$ cat src/rtl/wsb_pkg.sv
// Shared types, widths and reset constants for the WS2812 bit serialiser.
`default_nettype none

package wsb_pkg;

   localparam int MAX_PIXELS_DEF = 64;
   localparam int BITS_PER_PIXEL = 24;

   localparam int COLOR_W    = 24;
   localparam int TICK_W     = 16;
   localparam int PIX_W      = 7;
   localparam int BIT_W      = 5;
   localparam int INDEX_W    = 6;
   localparam int LED_W      = 7;
   localparam int CSR_IDX_W  = 3;
   localparam int CSR_DATA_W = 16;

   localparam logic [TICK_W-1:0] ONE_HIGH_RST    = 16'd100;
   localparam logic [TICK_W-1:0] ZERO_HIGH_RST   = 16'd12;
   localparam logic [TICK_W-1:0] BIT_PERIOD_RST  = 16'd160;
   localparam logic [TICK_W-1:0] GAP_PERIOD_RST  = 16'h6000;
   localparam logic [TICK_W-1:0] START_SLOT_LEN  = 16'd16;
   localparam logic [LED_W-1:0]  LED_COUNT_RST   = 7'd64;

   typedef enum logic [CSR_IDX_W-1:0] {
      CSR_ONE_HIGH   = 3'd0,
      CSR_ZERO_HIGH  = 3'd1,
      CSR_BIT_PERIOD = 3'd2,
      CSR_GAP_PERIOD = 3'd3,
      CSR_LED_COUNT  = 3'd4
   } csr_index_type;

   typedef enum logic {
      FUNC_TICK  = 1'b0,
      FUNC_WRITE = 1'b1
   } func_type;

   typedef struct packed {
      logic [TICK_W-1:0] one_high;
      logic [TICK_W-1:0] zero_high;
      logic [TICK_W-1:0] bit_period;
      logic [TICK_W-1:0] gap_period;
      logic [LED_W-1:0]  led_count;
   } cfg_type;

   typedef struct packed {
      logic [PIX_W-1:0] pixel;
      logic [BIT_W-1:0] bit_num;
   } pos_type;

   typedef struct packed {
      logic line_level;
      logic frame_start;
   } result_type;

endpackage

`default_nettype wire

$ cat src/rtl/wsb_ifs.sv
// Request, response and register-write channel interfaces.
`default_nettype none

interface wsb_req_if import wsb_pkg::*; ();
   logic               valid;
   logic               ready;
   logic               func;
   logic [INDEX_W-1:0] pixel_index;
   logic [COLOR_W-1:0] pixel_color;

   modport source (output valid, func, pixel_index, pixel_color, input ready);
   modport sink   (input valid, func, pixel_index, pixel_color, output ready);
endinterface

interface wsb_rsp_if;
   logic valid;
   logic ready;
   logic line_level;
   logic frame_start;

   modport source (output valid, line_level, frame_start, input ready);
   modport sink   (input valid, line_level, frame_start, output ready);
endinterface

interface wsb_csr_if import wsb_pkg::*; ();
   logic                  valid;
   logic                  ready;
   logic [CSR_IDX_W-1:0]  index;
   logic [CSR_DATA_W-1:0] data;

   modport source (output valid, index, data, input ready);
   modport sink   (input valid, index, data, output ready);
endinterface

`default_nettype wire

$ cat src/rtl/wsb_csr_regs.sv
// Configuration registers written over the register-write channel.
`default_nettype none

module wsb_csr_regs import wsb_pkg::*; (
   input  logic          clock,
   input  logic          reset,
   wsb_csr_if.sink       csr,
   output cfg_type       cfg
);

   cfg_type cfg_ff;
   cfg_type cfg_in;

   assign csr.ready = 1'b1;
   assign cfg       = cfg_ff;

   always_comb begin
      cfg_in = cfg_ff;
      if (csr.valid) begin
         unique case (csr_index_type'(csr.index))
            CSR_ONE_HIGH:   cfg_in.one_high   = csr.data;
            CSR_ZERO_HIGH:  cfg_in.zero_high  = csr.data;
            CSR_BIT_PERIOD: cfg_in.bit_period = csr.data;
            CSR_GAP_PERIOD: cfg_in.gap_period = csr.data;
            CSR_LED_COUNT:  cfg_in.led_count  = csr.data[LED_W-1:0];
            default:        cfg_in            = cfg_ff;
         endcase
      end
   end

   always_ff @(posedge clock) begin
      if (reset) begin
         cfg_ff.one_high   <= ONE_HIGH_RST;
         cfg_ff.zero_high  <= ZERO_HIGH_RST;
         cfg_ff.bit_period <= BIT_PERIOD_RST;
         cfg_ff.gap_period <= GAP_PERIOD_RST;
         cfg_ff.led_count  <= LED_COUNT_RST;
      end else begin
         cfg_ff <= cfg_in;
      end
   end

endmodule

`default_nettype wire

$ cat src/rtl/wsb_pixel_store.sv
// Pixel colour store with per-entry valid bits, registered read and write bypass.
`default_nettype none

module wsb_pixel_store import wsb_pkg::*; #(
   parameter int MAX_PIXELS = MAX_PIXELS_DEF,
   localparam int ADDR_W = (MAX_PIXELS > 1) ? $clog2(MAX_PIXELS) : 1
) (
   input  logic               clock,
   input  logic               reset,
   input  logic               wr_en,
   input  logic [INDEX_W-1:0] wr_index,
   input  logic [COLOR_W-1:0] wr_color,
   input  logic [ADDR_W-1:0]  rd_addr,
   output logic [COLOR_W-1:0] rd_word,
   output logic [COLOR_W-1:0] pix0_word
);

   logic [COLOR_W-1:0]         store_ff [MAX_PIXELS];
   logic [MAX_PIXELS-1:0]      valid_ff;
   logic [MAX_PIXELS-1:0]      valid_in;
   logic [COLOR_W-1:0]         rd_data_ff;
   logic                       rd_valid_ff;
   logic                       hit_ff;
   logic                       hit_in;
   logic [COLOR_W-1:0]         hit_data_ff;
   logic [COLOR_W-1:0]         pix0_ff;
   logic [COLOR_W-1:0]         pix0_in;
   logic [INDEX_W+ADDR_W-1:0]  wr_wide;
   logic [ADDR_W-1:0]          wr_addr;
   logic                       wr_ok;

   always_comb begin
      wr_wide  = {{ADDR_W{1'b0}}, wr_index};
      wr_addr  = wr_wide[ADDR_W-1:0];
      wr_ok    = wr_en && (32'(wr_index) < 32'(MAX_PIXELS));
      valid_in = valid_ff;
      if (wr_ok) begin
         valid_in[wr_addr] = 1'b1;
      end
      pix0_in = (wr_ok && wr_index == '0) ? wr_color : pix0_ff;
      hit_in  = wr_ok && (wr_addr == rd_addr);
   end

   always_ff @(posedge clock) begin
      if (wr_ok) begin
         store_ff[wr_addr] <= wr_color;
      end
      rd_data_ff  <= store_ff[rd_addr];
      rd_valid_ff <= valid_ff[rd_addr];
      hit_data_ff <= wr_color;
   end

   always_ff @(posedge clock) begin
      if (reset) begin
         valid_ff <= '0;
         pix0_ff  <= '0;
         hit_ff   <= 1'b0;
      end else begin
         valid_ff <= valid_in;
         pix0_ff  <= pix0_in;
         hit_ff   <= hit_in;
      end
   end

   assign rd_word   = hit_ff ? hit_data_ff : (rd_valid_ff ? rd_data_ff : '0);
   assign pix0_word = pix0_ff;

endmodule

`default_nettype wire

$ cat src/rtl/wsb_slot_timer.sv
// Slot counter, bit and pixel sequencing, and line level generation.
`default_nettype none

module wsb_slot_timer import wsb_pkg::*; #(
   parameter int MAX_PIXELS = MAX_PIXELS_DEF,
   localparam int ADDR_W = (MAX_PIXELS > 1) ? $clog2(MAX_PIXELS) : 1
) (
   input  logic               clock,
   input  logic               reset,
   input  logic               tick_en,
   input  cfg_type            cfg,
   input  logic [COLOR_W-1:0] fetch_word,
   input  logic [COLOR_W-1:0] pix0_word,
   output logic [ADDR_W-1:0]  fetch_addr,
   output result_type         result
);

   logic [TICK_W-1:0] slot_tick_ff,   slot_tick_in;
   logic [TICK_W-1:0] slot_length_ff, slot_length_in;
   logic [TICK_W-1:0] slot_high_ff,   slot_high_in;
   pos_type           pos_ff,         pos_in;
   logic              next_bit_ff,    next_bit_in;
   logic              first_slot_ff,  first_slot_in;

   logic                     slot_end;
   logic                     data_slot;
   pos_type                  end_pos;
   logic [COLOR_W-1:0]       end_word;
   pos_type                  fetch_pos;
   logic [PIX_W+ADDR_W-1:0]  fetch_wide;

   function automatic pos_type pos_advance(input pos_type p);
      logic [BIT_W-1:0] b;
      pos_type          r;
      b = p.bit_num + 1'b1;
      if ({1'b0, b} == (BIT_W+1)'(BITS_PER_PIXEL)) begin
         r.pixel   = p.pixel + 1'b1;
         r.bit_num = '0;
      end else begin
         r.pixel   = p.pixel;
         r.bit_num = b;
      end
      return r;
   endfunction

   function automatic logic sample_bit(input pos_type p, input logic [COLOR_W-1:0] word);
      logic [BIT_W:0] idx;
      logic           bit_val;
      idx = (BIT_W+1)'(BITS_PER_PIXEL - 1) - {1'b0, p.bit_num};
      if (32'(p.pixel) >= 32'(MAX_PIXELS) || 32'(p.bit_num) >= 32'(BITS_PER_PIXEL) ||
          idx >= (BIT_W+1)'(COLOR_W)) begin
         bit_val = 1'b0;
      end else begin
         bit_val = word[idx[BIT_W-1:0]];
      end
      return bit_val;
   endfunction

   always_comb begin
      result.line_level  = slot_tick_ff < slot_high_ff;
      result.frame_start = first_slot_ff && (slot_tick_ff == '0);

      slot_end  = slot_tick_ff >= slot_length_ff;
      data_slot = pos_ff.pixel < cfg.led_count;
      end_pos   = data_slot ? pos_advance(pos_ff) : '0;
      end_word  = data_slot ? fetch_word : pix0_word;

      slot_tick_in   = slot_tick_ff;
      slot_length_in = slot_length_ff;
      slot_high_in   = slot_high_ff;
      pos_in         = pos_ff;
      next_bit_in    = next_bit_ff;
      first_slot_in  = first_slot_ff;

      if (tick_en) begin
         if (slot_end) begin
            slot_tick_in = '0;
            pos_in       = end_pos;
            next_bit_in  = sample_bit(end_pos, end_word);
            if (data_slot) begin
               slot_length_in = cfg.bit_period;
               slot_high_in   = next_bit_ff ? cfg.one_high : cfg.zero_high;
               first_slot_in  = (pos_ff == '0);
            end else begin
               slot_length_in = cfg.gap_period;
               slot_high_in   = '0;
               first_slot_in  = 1'b0;
            end
         end else begin
            slot_tick_in = slot_tick_ff + 1'b1;
         end
      end

      fetch_pos  = pos_advance(pos_in);
      fetch_wide = {{ADDR_W{1'b0}}, fetch_pos.pixel};
      fetch_addr = fetch_wide[ADDR_W-1:0];
   end

   always_ff @(posedge clock) begin
      if (reset) begin
         slot_tick_ff   <= '0;
         slot_length_ff <= START_SLOT_LEN;
         slot_high_ff   <= '0;
         pos_ff         <= '0;
         next_bit_ff    <= 1'b0;
         first_slot_ff  <= 1'b0;
      end else begin
         slot_tick_ff   <= slot_tick_in;
         slot_length_ff <= slot_length_in;
         slot_high_ff   <= slot_high_in;
         pos_ff         <= pos_in;
         next_bit_ff    <= next_bit_in;
         first_slot_ff  <= first_slot_in;
      end
   end

endmodule

`default_nettype wire

$ cat src/rtl/ws2812_bit_serializer.sv
// Top level of the WS2812 bit serialiser: channels, result register and checks.
//
//   channel  | modport | payload                              | meaning
//   req_bus  | sink    | func, pixel_index, pixel_color       | tick or pixel write
//   rsp_bus  | source  | line_level, frame_start              | one per tick request
//   csr_bus  | sink    | index, data                          | register write
//
// One request per cycle while no stalled result is held; a tick's result appears in the
// result register the cycle after acceptance, a pixel write gives none.
// The store read is registered and addressed one slot ahead, so the word for
// the next bit is ready when the current slot ends.
// Synchronous reset clears the store valid bits, sequencer and result valid flag.
// A stalled result blocks new requests only while rsp_bus.ready is low.
`default_nettype none

module ws2812_bit_serializer import wsb_pkg::*; #(
   parameter int MAX_PIXELS = MAX_PIXELS_DEF
) (
   input  logic        clock,
   input  logic        reset,
   wsb_req_if.sink     req_bus,
   wsb_rsp_if.source   rsp_bus,
   wsb_csr_if.sink     csr_bus
);

   localparam int ADDR_W = (MAX_PIXELS > 1) ? $clog2(MAX_PIXELS) : 1;

   cfg_type            cfg;
   logic               req_ready;
   logic               req_take;
   logic               tick_en;
   logic               wr_en;
   logic [ADDR_W-1:0]  fetch_addr;
   logic [COLOR_W-1:0] fetch_word;
   logic [COLOR_W-1:0] pix0_word;
   result_type         result;
   logic               rsp_valid_ff, rsp_valid_in;
   result_type         rsp_data_ff,  rsp_data_in;

   assign req_ready     = !rsp_valid_ff || rsp_bus.ready;
   assign req_bus.ready = req_ready;
   assign req_take      = req_bus.valid && req_ready;
   assign tick_en       = req_take && (func_type'(req_bus.func) == FUNC_TICK);
   assign wr_en         = req_take && (func_type'(req_bus.func) == FUNC_WRITE);

   wsb_csr_regs u_csr_regs (
      .clock (clock),
      .reset (reset),
      .csr   (csr_bus),
      .cfg   (cfg)
   );

   wsb_pixel_store #(.MAX_PIXELS(MAX_PIXELS)) u_pixel_store (
      .clock     (clock),
      .reset     (reset),
      .wr_en     (wr_en),
      .wr_index  (req_bus.pixel_index),
      .wr_color  (req_bus.pixel_color),
      .rd_addr   (fetch_addr),
      .rd_word   (fetch_word),
      .pix0_word (pix0_word)
   );

   wsb_slot_timer #(.MAX_PIXELS(MAX_PIXELS)) u_slot_timer (
      .clock      (clock),
      .reset      (reset),
      .tick_en    (tick_en),
      .cfg        (cfg),
      .fetch_word (fetch_word),
      .pix0_word  (pix0_word),
      .fetch_addr (fetch_addr),
      .result     (result)
   );

   always_comb begin
      rsp_valid_in = rsp_valid_ff;
      rsp_data_in  = rsp_data_ff;
      if (tick_en) begin
         rsp_valid_in = 1'b1;
         rsp_data_in  = result;
      end else if (rsp_bus.ready) begin
         rsp_valid_in = 1'b0;
      end
   end

   always_ff @(posedge clock) begin
      if (reset) begin
         rsp_valid_ff <= 1'b0;
      end else begin
         rsp_valid_ff <= rsp_valid_in;
      end
      rsp_data_ff <= rsp_data_in;
   end

   assign rsp_bus.valid       = rsp_valid_ff;
   assign rsp_bus.line_level  = rsp_data_ff.line_level;
   assign rsp_bus.frame_start = rsp_data_ff.frame_start;

   a_tick_gives_result: assert property (@(posedge clock) disable iff (reset)
      tick_en |=> rsp_valid_ff)
      else $error("tick request left no result");

   a_write_gives_none: assert property (@(posedge clock) disable iff (reset)
      (wr_en && (rsp_bus.ready || !rsp_valid_ff)) |=> !rsp_valid_ff)
      else $error("pixel write produced a result");

   a_stall_holds_result: assert property (@(posedge clock) disable iff (reset)
      (rsp_valid_ff && !rsp_bus.ready) |=> (rsp_valid_ff && $stable(rsp_data_ff)))
      else $error("stalled result changed");

endmodule

`default_nettype wire
$ cat src/flat_wrapper.sv
// flat-port wrapper written by rule: the top's interface ports become plain ports
module ws2812_bit_serializer_flat import wsb_pkg::*;
#(
   parameter int MAX_PIXELS = MAX_PIXELS_DEF
)
  (clock, reset, req_bus_valid, req_bus_func, req_bus_pixel_index, req_bus_pixel_color, req_bus_ready, rsp_bus_valid, rsp_bus_line_level, rsp_bus_frame_start, rsp_bus_ready, csr_bus_valid, csr_bus_index, csr_bus_data, csr_bus_ready);
  wsb_req_if req_bus_i ();
  wsb_rsp_if rsp_bus_i ();
  wsb_csr_if csr_bus_i ();
  input  logic clock;
  input  logic reset;
  input wire logic [$bits(req_bus_i.valid)-1:0] req_bus_valid;
  input wire logic [$bits(req_bus_i.func)-1:0] req_bus_func;
  input wire logic [$bits(req_bus_i.pixel_index)-1:0] req_bus_pixel_index;
  input wire logic [$bits(req_bus_i.pixel_color)-1:0] req_bus_pixel_color;
  output wire logic [$bits(req_bus_i.ready)-1:0] req_bus_ready;
  output wire logic [$bits(rsp_bus_i.valid)-1:0] rsp_bus_valid;
  output wire logic [$bits(rsp_bus_i.line_level)-1:0] rsp_bus_line_level;
  output wire logic [$bits(rsp_bus_i.frame_start)-1:0] rsp_bus_frame_start;
  input wire logic [$bits(rsp_bus_i.ready)-1:0] rsp_bus_ready;
  input wire logic [$bits(csr_bus_i.valid)-1:0] csr_bus_valid;
  input wire logic [$bits(csr_bus_i.index)-1:0] csr_bus_index;
  input wire logic [$bits(csr_bus_i.data)-1:0] csr_bus_data;
  output wire logic [$bits(csr_bus_i.ready)-1:0] csr_bus_ready;
  assign req_bus_i.valid = req_bus_valid;
  assign req_bus_i.func = req_bus_func;
  assign req_bus_i.pixel_index = req_bus_pixel_index;
  assign req_bus_i.pixel_color = req_bus_pixel_color;
  assign req_bus_ready = req_bus_i.ready;
  assign rsp_bus_valid = rsp_bus_i.valid;
  assign rsp_bus_line_level = rsp_bus_i.line_level;
  assign rsp_bus_frame_start = rsp_bus_i.frame_start;
  assign rsp_bus_i.ready = rsp_bus_ready;
  assign csr_bus_i.valid = csr_bus_valid;
  assign csr_bus_i.index = csr_bus_index;
  assign csr_bus_i.data = csr_bus_data;
  assign csr_bus_ready = csr_bus_i.ready;
  ws2812_bit_serializer #(.MAX_PIXELS(MAX_PIXELS)) u_core (.clock(clock), .reset(reset), .req_bus(req_bus_i), .rsp_bus(rsp_bus_i), .csr_bus(csr_bus_i));
endmodule
$ cat config.mk
export PLATFORM = sky130hd
export DESIGN_NAME = ws2812_bit_serializer_flat
export DESIGN_NICKNAME = d
export VERILOG_FILES = /design/src/rtl/wsb_pkg.sv /design/src/rtl/wsb_ifs.sv /design/src/rtl/wsb_csr_regs.sv /design/src/rtl/wsb_pixel_store.sv /design/src/rtl/wsb_slot_timer.sv /design/src/rtl/ws2812_bit_serializer.sv /design/src/flat_wrapper.sv
export SDC_FILE = /design/constraint.sdc
export NUM_CORES = 2
export LEC_CHECK = 0
export ABC_CLOCK_PERIOD_IN_PS = 6400
export BUFFER_PORTS_ARGS = -buffer_cell sky130_fd_sc_hd__buf_4
export CAP_MARGIN = 20
export CELL_PAD_IN_SITES_DETAIL_PLACEMENT = 1
export CELL_PAD_IN_SITES_GLOBAL_PLACEMENT = 2
export CORE_UTILIZATION = 50
export DETAILED_ROUTE_END_ITERATION = 6
export HOLD_SLACK_MARGIN = 0.05
export PLACE_DENSITY_LB_ADDON = 0.1
export REMOVE_ABC_BUFFERS = 1
export SLEW_MARGIN = 40
export SYNTH_ARGS = -nofsm -noshare
export SYNTH_HDL_FRONTEND = slang
export SYNTH_SLANG_ARGS = --single-unit
$ cat constraint.sdc
create_clock -name clock -period 6.4 [get_ports clock]
set_input_delay 0.64 -clock clock [delete_from_list [all_inputs] [get_ports clock]]
set_output_delay 0.64 -clock clock [all_outputs]
set_load 0.01 [all_outputs]
==> run metrics <==
outcome=complete, no violations; DP Cell Count=6592; antenna violations before repair=10; clock-pin slew on the worst setup and hold paths=0.06 ns; share of cells above drive strength 1=15.3%; DR pass1 iterations=6; DRT antenna net count=0; Internal Pwr Total=18700 uW; Final Hold Fails=0; FP Rows=137; 1st-iter DRT viols=4430; Die W=377 um; Setup crit start kind=register; Worst EP arrival=6.39 ns; DRC Markers=0; root buffer cell=clkbuf_16; via total after detailed routing=42800; Setup Skew=0.0315 ns; clock network fraction of design power=44.4%; most frequent cells after synthesis=edfxtp_1, nand2_1, nor2_1, dfxtp_1, mux2i_1; Hold Path Cell Cnt=3; GRT Util Overall=29.2%; Yosys cell types=83; Top-Level Pins=60; Clock Latency Late Sink=0.83 ns; flop and latch count out of synthesis=1789; first-pass GRT wire length=300000 um; end of the worst hold path=u_core.u_csr_regs.cfg[60]$_SDFFE_PP1P_; CTS sink cnt=1789; register area share after synthesis=72.9%; r2r startpoint=u_core.u_slot_timer.slot_tick_ff[0]$_SDFFE_PP0P_; Post-Syn Instances=4786; Psw=4890 uW; Num CTS Buffers=183; final setup fails=0; Syn Area/Cell=14.7 um^2; Clock H-tree levels=4; vias in the first global route=43700; RSZ-0062 raised after global routing=false; top cell type's share of synthesized area=65.8%; Final Non-Filler Cells=6955; GR Overflow Total=0; combinational power share=1.6%; area leader, netlist=edfxtp_1; synth warn=0; maximum buffer depth of the clock tree=3; cts repair resizes=0; cell with the most instances after synthesis=edfxtp_1; HP Class=input pin to register; vias per cell=6.15; number of synthesized flops with an enable pin=1538; Flop pwr share=53.9%; Period Utilization, post-route=89.3%; Worst R2R Setup Slack=0.68 ns; DP Wirelength=121000 um; PortBufs=58; Pwr per Cell Area=294 nW/um^2; CTS tree=built; WS Path Type=register to register; Slew Viols, Final=0; worst path required time=7.07 ns; Final min period=5.72 ns; final setup TNS=0 ns; Hold Startpoint=csr_bus_data[5]; die height=377 um; Critical Path End Type=register; Nets=5016; Overall Power=23600 uW; largest net degree at the start of global routing=90; maxcap violations=0; ys async rst share=0%; total wire length=206000 um; Leak=0.0276 uW; RD Place Congestion=0.817; Sw Ratio=20.8%; Synth Flop Type=edfxtp_1; Reg2Reg Depth=18; Peak VDD IR=0.336 mV; initial core utilization=50.4%; Slew @ Worst Pin=0.902 ns; post-synthesis instance area=70200 um^2; Area Overhead vs Synth=14.2%; top cells by area, synth=edfxtp_1, dfxtp_1, nand2_1; core area=139000 um^2; die area=142000 um^2; relative slew slack=39.7%; Fmax=0.175 GHz; FF-to-FF End=u_core.u_pixel_store.rd_data_ff[18]$_DFF_P_; Crit Path Max Fanout=66; post-DR wirelength/cell=29.6 um
power by group through the flow:
stage,combinational (uW),sequential [uW],clock [uW]
floorplan,67.7,12900,0
finish,385,12700,10500
global placement,360,13000,0
global route,411,12700,11000
detailed placement,375,13000,0
CTS,380,12700,10600
flip-flops by register name, indices dropped and copies added, names as in the netlist, 12 cells and up:
register                            flops
u_core.u_pixel_store.store_ff        1536
u_core.u_csr_regs.cfg                  71
u_core.u_pixel_store.valid_ff          64
u_core.u_pixel_store.hit_data_ff       24
u_core.u_pixel_store.rd_data_ff        24
u_core.u_slot_timer.slot_high_ff       16
u_core.u_slot_timer.slot_length_ff     16
u_core.u_slot_timer.slot_tick_ff       16
u_core.u_slot_timer.pos_ff             12
per-layer routing:
layer	global-route usage, %	wire [um]	up-vias
li1	-	-	18500
met1	41.4	88200	22500
met2	47.1	98100	1512
met3	4.43	14700	274
met4	8.16	5250	4
met5	0	26	-
metrics by stage:
| stage | hold slack [ns] | area [um^2] | setup WS (ns) | utilization (%) |
|---|---|---|---|---|
| 4_1_cts | 0.0531 | 80100 | 0.716 | 57.5 |
| 3_3_place_gp | 0.442 | 73300 | 0.854 | 52.6 |
| 2_1_floorplan | 0.426 | 68800 | -10.70 | - |
| 5_1_grt | 0.0901 | 80200 | 0.505 | 57.6 |
| 3_5_place_dp | 0.447 | 74100 | 0.765 | 53.2 |
| 6_report | 0.106 | 80200 | 0.682 | 57.6 |
final cells by class:
cell class,instances,area [um^2]
Multi-Input combinational cell,2648,17800
Clock inverter,100,828
Antenna cell,3,7.51
Tap cell,1876,2350
Clock buffer,244,5050
Fill cell,12900,59100
Sequential cell,1789,51200
Timing Repair Buffer,247,2750
Inverter,48,180
cells in the final DEF (no fill, tap or decap), drive strengths merged, types with 7 or more instances in the layout:
cell type	synthesis	layout
bufinv	0	8
mux2i	250	250
xor2	14	14
dfxtp	251	251
mux4	121	121
nand4	115	115
inv	47	55
a31oi	57	57
clkinv	1	82
dlygate4sd3	0	9
buf	147	237
a21oi	92	92
edfxtp	1538	1538
o21ai	69	69
nor2	270	270
ha	44	44
o21ba	10	10
nand3	224	224
a32oi	101	101
a311oi	15	15
a22oi	33	33
a32o	24	24
and3	35	35
xnor2	14	14
nand2b	7	7
o22ai	18	18
a211oi	8	8
nand2	927	927
a21o	13	13
or3	7	7
clkbuf	154	245
nor4	9	9
nand3b	19	19
a221oi	87	87
critical path, stage by stage, from the launching register on:
cell,delay [ns]
dfxtp_1,0.44
inv_1,0.10
ha_1,0.29
nand2b_1,0.14
a2111o_1,0.42
a32oi_2,0.36
a21o_1,0.39
o21ai_1,0.16
and2_1,0.20
inv_2,0.11
ha_1,0.25
nand2b_1,0.31
a211oi_4,0.40
buf_12,0.37
buf_12,0.43
a32oi_1,0.11
and3_1,0.23
a31oi_1,0.65
a31oi_1,0.18
timing repair:
action | in CTS | in global routing
hold endpoints to repair | 19 | 0
buffers inserted | 0 | 0
endpoints found under the setup margin | 0 | 0
hold buffers | 9 | 0
how the worst max path moves through the flow:
stage	start	endpoint	slack, ns
floorplan	u_core.u_slot_timer.pos_ff[7]$_SDFF_PP0_	u_core.u_pixel_store.rd_data_ff[22]$_DFF_P_	-10.70
global placement	u_core.u_slot_timer.slot_tick_ff[0]$_SDFFE_PP0P_	u_core.u_pixel_store.rd_data_ff[15]$_DFF_P_	0.85
detailed placement	u_core.u_slot_timer.slot_tick_ff[0]$_SDFFE_PP0P_	u_core.u_pixel_store.rd_data_ff[1]$_DFF_P_	0.76
CTS	u_core.u_slot_timer.slot_tick_ff[0]$_SDFFE_PP0P_	u_core.u_pixel_store.rd_data_ff[1]$_DFF_P_	0.72
global route	u_core.u_slot_timer.slot_tick_ff[0]$_SDFFE_PP0P_	u_core.u_pixel_store.rd_data_ff[4]$_DFF_P_	0.50
finish	u_core.u_slot_timer.slot_tick_ff[0]$_SDFFE_PP0P_	u_core.u_pixel_store.rd_data_ff[18]$_DFF_P_	0.68
kinds of logic after synthesis:
family	synth area share, %
xor gates and xnor gates	0.387
and+or+nand+nor	10.2
DFF	72.9
muxes	7.53
buffers and inverters	2.23
other	0.00534
AOI/OAI and AO/OA	5.99
adders and majority gates	0.784
Power figures use the tool's default switching activity.
